==> src/design/semf_pkg.sv <==
// shared widths, defaults and controller/datapath interface types
`timescale 1ns / 1ps

package semf_pkg;

    localparam int CODE_W          = 16;
    localparam int SAMPLE_W        = 12;
    localparam int MAX_POINTS_DEF  = 1024;

    // commands from controller to datapath
    typedef struct packed {
        logic load;      // store the point now on the inputs
        logic mid_calc;  // form the mid level, rewind the walk
        logic rd_en;     // read the next stored point
        logic emit;      // latch the summary and clear the sweep
    } t_cmd;

    // status from datapath to controller
    typedef struct packed {
        logic rd_last;   // current read address is the last stored point
    } t_status;

endpackage

==> src/design/semf_ctrl.sv <==
// sequencing state machine: load, mid level, walk, drain, emit
`timescale 1ns / 1ps

module semf_ctrl
    import semf_pkg::*;
(
    input  logic    i_clk,
    input  logic    i_rst_n,
    input  logic    start,
    input  logic    i_last_point,
    input  t_status i_status,
    output t_cmd    o_cmd,
    output logic    busy,
    output logic    o_valid
);

    typedef enum logic [2:0] {
        ST_LOAD,
        ST_MID,
        ST_WALK,
        ST_DRAIN,
        ST_EMIT
    } t_state;

    t_state r_state, n_state;
    logic   r_busy, n_busy;
    logic   r_valid, n_valid;
    logic   accept;

    assign accept = start && !r_busy;

    always_comb begin
        n_state = r_state;
        o_cmd   = '0;
        case (r_state)
            ST_LOAD: begin
                o_cmd.load = accept;
                if (accept && i_last_point) begin
                    n_state = ST_MID;
                end
            end
            ST_MID: begin
                o_cmd.mid_calc = 1'b1;
                n_state        = ST_WALK;
            end
            ST_WALK: begin
                o_cmd.rd_en = 1'b1;
                if (i_status.rd_last) begin
                    n_state = ST_DRAIN;
                end
            end
            ST_DRAIN: begin
                n_state = ST_EMIT;
            end
            ST_EMIT: begin
                o_cmd.emit = 1'b1;
                n_state    = ST_LOAD;
            end
            default: begin
                n_state = ST_LOAD;
            end
        endcase
        n_busy  = (n_state != ST_LOAD);
        n_valid = (r_state == ST_EMIT);
    end

    always_ff @(posedge i_clk) begin
        if (!i_rst_n) begin
            r_state <= ST_LOAD;
            r_busy  <= 1'b0;
            r_valid <= 1'b0;
        end else begin
            r_state <= n_state;
            r_busy  <= n_busy;
            r_valid <= n_valid;
        end
    end

    assign busy    = r_busy;
    assign o_valid = r_valid;

endmodule

==> config.mk <==
export PLATFORM = sky130hd
export DESIGN_NAME = semf_ctrl
export DESIGN_NICKNAME = d
export VERILOG_FILES = /design/src/design/semf_pkg.sv /design/src/design/semf_ctrl.sv
export SDC_FILE = /design/constraint.sdc
export NUM_CORES = 1
export LEC_CHECK = 0
export BUFFER_PORTS_ARGS = -buffer_cell sky130_fd_sc_hd__buf_4
export CELL_PAD_IN_SITES_DETAIL_PLACEMENT = 1
export CELL_PAD_IN_SITES_GLOBAL_PLACEMENT = 2
export CORE_AREA = 2 2 39 41
export DETAILED_ROUTE_END_ITERATION = 12
export DIE_AREA = 0 0 41 43
export GPL_ROUTABILITY_DRIVEN = 0
export GPL_TIMING_DRIVEN = 0
export MAX_ROUTING_LAYER = met4
export PLACE_DENSITY = 0.64
export SLEW_MARGIN = 20
export SYNTH_ARGS = -nofsm -noshare
export SYNTH_HDL_FRONTEND = slang
export SYNTH_SLANG_ARGS = --single-unit
==> constraint.sdc <==
create_clock -name i_clk -period 1.5 [get_ports i_clk]
set_input_delay 0.15 -clock i_clk [delete_from_list [all_inputs] [get_ports i_clk]]
set_output_delay 0.15 -clock i_clk [all_outputs]
set_load 0.005 [all_outputs]
==> flow_metrics.tcl <==
set metrics [dict create \
    postCtsResizedCells 0 \
    dp_hpwl_microns 411 \
    route.vias.total 227 \
    worst_path_clk_slew_ps 40 \
    clkLatencyLatePin_ps 240 \
    crit_path_end_kind "output port" \
    worst_ep_arrival_time_ps 1150 \
    vias_in_the_first_global_route 225 \
    status "complete, no violations" \
    area.sequential_sq_um 100 \
    commonest_cells_in_the_synthesized_netlist "dfxtp_1, nor2_1, nand2_1, nand2b_1, nor3b_1" \
    synth-seq-cells 5 \
    finClkSkew_ps 2.77 \
    multi_input_area_sq_um 148 \
    cts.sink_count 5 \
    grt-busiest-layer "met4" \
    grt_antenna_before_repair 0 \
    wl_per_cell_microns 9.71 \
    mappedNetlistNets 31 \
    report.final.setup_viol 0 \
    path_class "reg2out" \
    drive_above_1_share_pct 47.5 \
    finalCriticalPeriod_ps 1300 \
    timing.rr.start "r_state[1]" \
    grt_first_pass_wirelength_microns 924 \
    yosys.area.top_type_share_pct 36.4 \
    slew-limit-headroom_pct 83.5 \
    detail_route.wirelength_microns 544 \
    netlist_area_sq_um 275 \
    grtUsageMet2_pct 11.9 \
    global_route_met3_usage_pct 3.14 \
    io_buffer_count 10 \
    cts-buffers-inserted 3 \
    synth_top_flop_cell "dfxtp_1" \
    critPathRequiredTime_ps 1350 \
    fmax_mhz 769 \
    synth_area_per_cell_sq_um 10.6 \
    postSynthCellCount 26 \
    core_region_area_sq_mm 0.00138 \
    area_growth_pct 44.1 \
    cts.hold.buffers_added 0 \
    crit-reg2reg-capture "r_state[0]" \
    ff2ff_path_depth 3 \
    cts_tree "built" \
    grt_total_ovfl 0 \
    synth_seq_area_share_pct 36.4 \
    layout_worst_path_cycle_share_pct 86.7 \
    power.ir.vdd_worst_v 0.000256 \
    detailed_router_s_first_iteration_violation_count 1 \
    finalHoldWorstSlack_ps 138 \
    timing.critical_path.from_type "flip-flop" \
    groute.usage.overall_pct 9.06 \
    drv.max_cap_violation_count 0 \
    post-cts-setup-buffer-count 0 \
    grt_start_max_net_pins 10 \
    maxSlewViolCount 0 \
    crit_path_end "o_cmd[3]" \
    power_per_standard_cell_area_mw_per_mm2 959 \
    rsz0062_at_grt "false" \
    worstHoldPathType "in2reg" \
    io_pins 11 \
    postRouteAntennaNets 0 \
    hold_path.startpoint "i_rst_n" \
    vias_per_cell 4.05 \
    detail_route.drc_violations 0 \
    std_cell_rows 14 \
    synth_async_sr_flop_share_pct 0 \
    finalHoldViolCount 0 \
    setup-tns-final_ps 0 \
    finalNetCount 46 \
    synth_edf_count 0 \
    number_of_buffers_between_clock_root_and_the_deepest_sink 2 \
    synth_most_common_cell "dfxtp_1" \
    die-height_microns 43 \
    fillCellCount 178 \
    synth_top_cell_by_area "dfxtp_1" \
    critPathLaunch "r_state[0]" \
    r2r_setup_slack_ps 480 \
    clk_root_buffer_cell "clkbuf_4" \
    ys_top_cells_by_area "dfxtp_1, a2111oi_4, nand4bb_4" \
    dieArea_sq_mm 0.00176 \
    first_pass_iters 2 \
    p_leak_nw 0.168 \
    worst_slew_pin_slew_ps 245 \
    max_h_tree_level 1 \
    ys_warn_count 0 \
    floorplan.die.width_microns 41 \
    antenna_cells 0 \
    grt.met1_usage_pct 8.39 \
    path_max_fanout 8 \
    synthDistinctLibCells 17 \
    initial_core_utilization_pct 19.9 \
]
[per-layer routing]
metal	vias to the layer above	routed length, microns	share of wire (%)
met2	9	283	52
met4	0	15	2.8
met5	-	0	0
li1	113	-	-
met3	2	33	6.1
met1	103	211	39
[power breakdown]
| part | switching [W] | internal [W] | total [W] | leakage (nW) |
|---|---|---|---|---|
| Sequential | 0.00000431 | 0.000141 | 0.000145 | 0.0407 |
| Clock | 0.0000549 | 0.000101 | 0.000155 | 0.0150 |
| Combinational | 0.0000324 | 0.0000473 | 0.0000797 | 0.112 |
| Total | 0.0000915 | 0.000289 | 0.000380 | 0.168 |
[cell families (layout without fill, tap and decap cells)]
| group | Yosys count | count (layout) | synth area share, % |
|---|---|---|---|
| AND/OR/NAND/NOR | 14 | 14 | 38.6 |
| flip-flops | 5 | 5 | 36.4 |
| buffers and inverters | 4 | 18 | 10.0 |
| AO/OA/AOI/OAI | 2 | 2 | 11.8 |
| XOR/XNOR | 1 | 1 | 3.18 |
[layout by cell type, fill, tap and decap left out, drive strengths merged]
cell type / instances
nor4: 1
nand3b: 1
a21oi: 1
inv: 1
a2111oi: 1
xnor2: 1
buf: 13
dfxtp: 5
nand2b: 2
nand2: 2
and2: 1
nand4bb: 1
nor3b: 3
nor2: 3
clkbuf: 4
[sequential cells by signal, summed over array words and instances, names as in the netlist]
name     cells
busy         1
o_valid      1
r_state      3
[area by class of cell]
type,count,area share (%)
multi-input combinational,17,37.2
sequential,5,25.2
timing repair buffer,10,18.9
clock buffer,4,6.62
buffer,3,5.99
tap,16,5.05
inverter,1,0.946
[worst max-delay path: stages (launching register included)]
cell and delay, ps:
dfxtp_1 290, buf_2 170, nor4_1 290, buf_4 160
[stage by stage]
stage / utilization, % / instances / total power [W] / instance area [sq um] / worst slack [ps]
finish: 28.7 / 56 / 0.000380 / 397 / 200
global route: 28.7 / 56 / 0.000411 / 397 / 83.7
CTS: 28.7 / 56 / 0.000389 / 397 / 171
detailed placement: 26.8 / 52 / 0.000228 / 370 / 449
global placement: 26.8 / 52 / 0.000227 / 370 / 467
floorplan: - / 26 / 0.000195 / 275 / 531
[worst min path at each step]
stage	end	cells after the start
after global routing	o_valid	2
after global placement	o_valid	2
after CTS	o_valid	2
after floorplan	o_valid	1
final	o_valid	2
after detailed placement	o_valid	2
(Power assumes the default switching activity.)
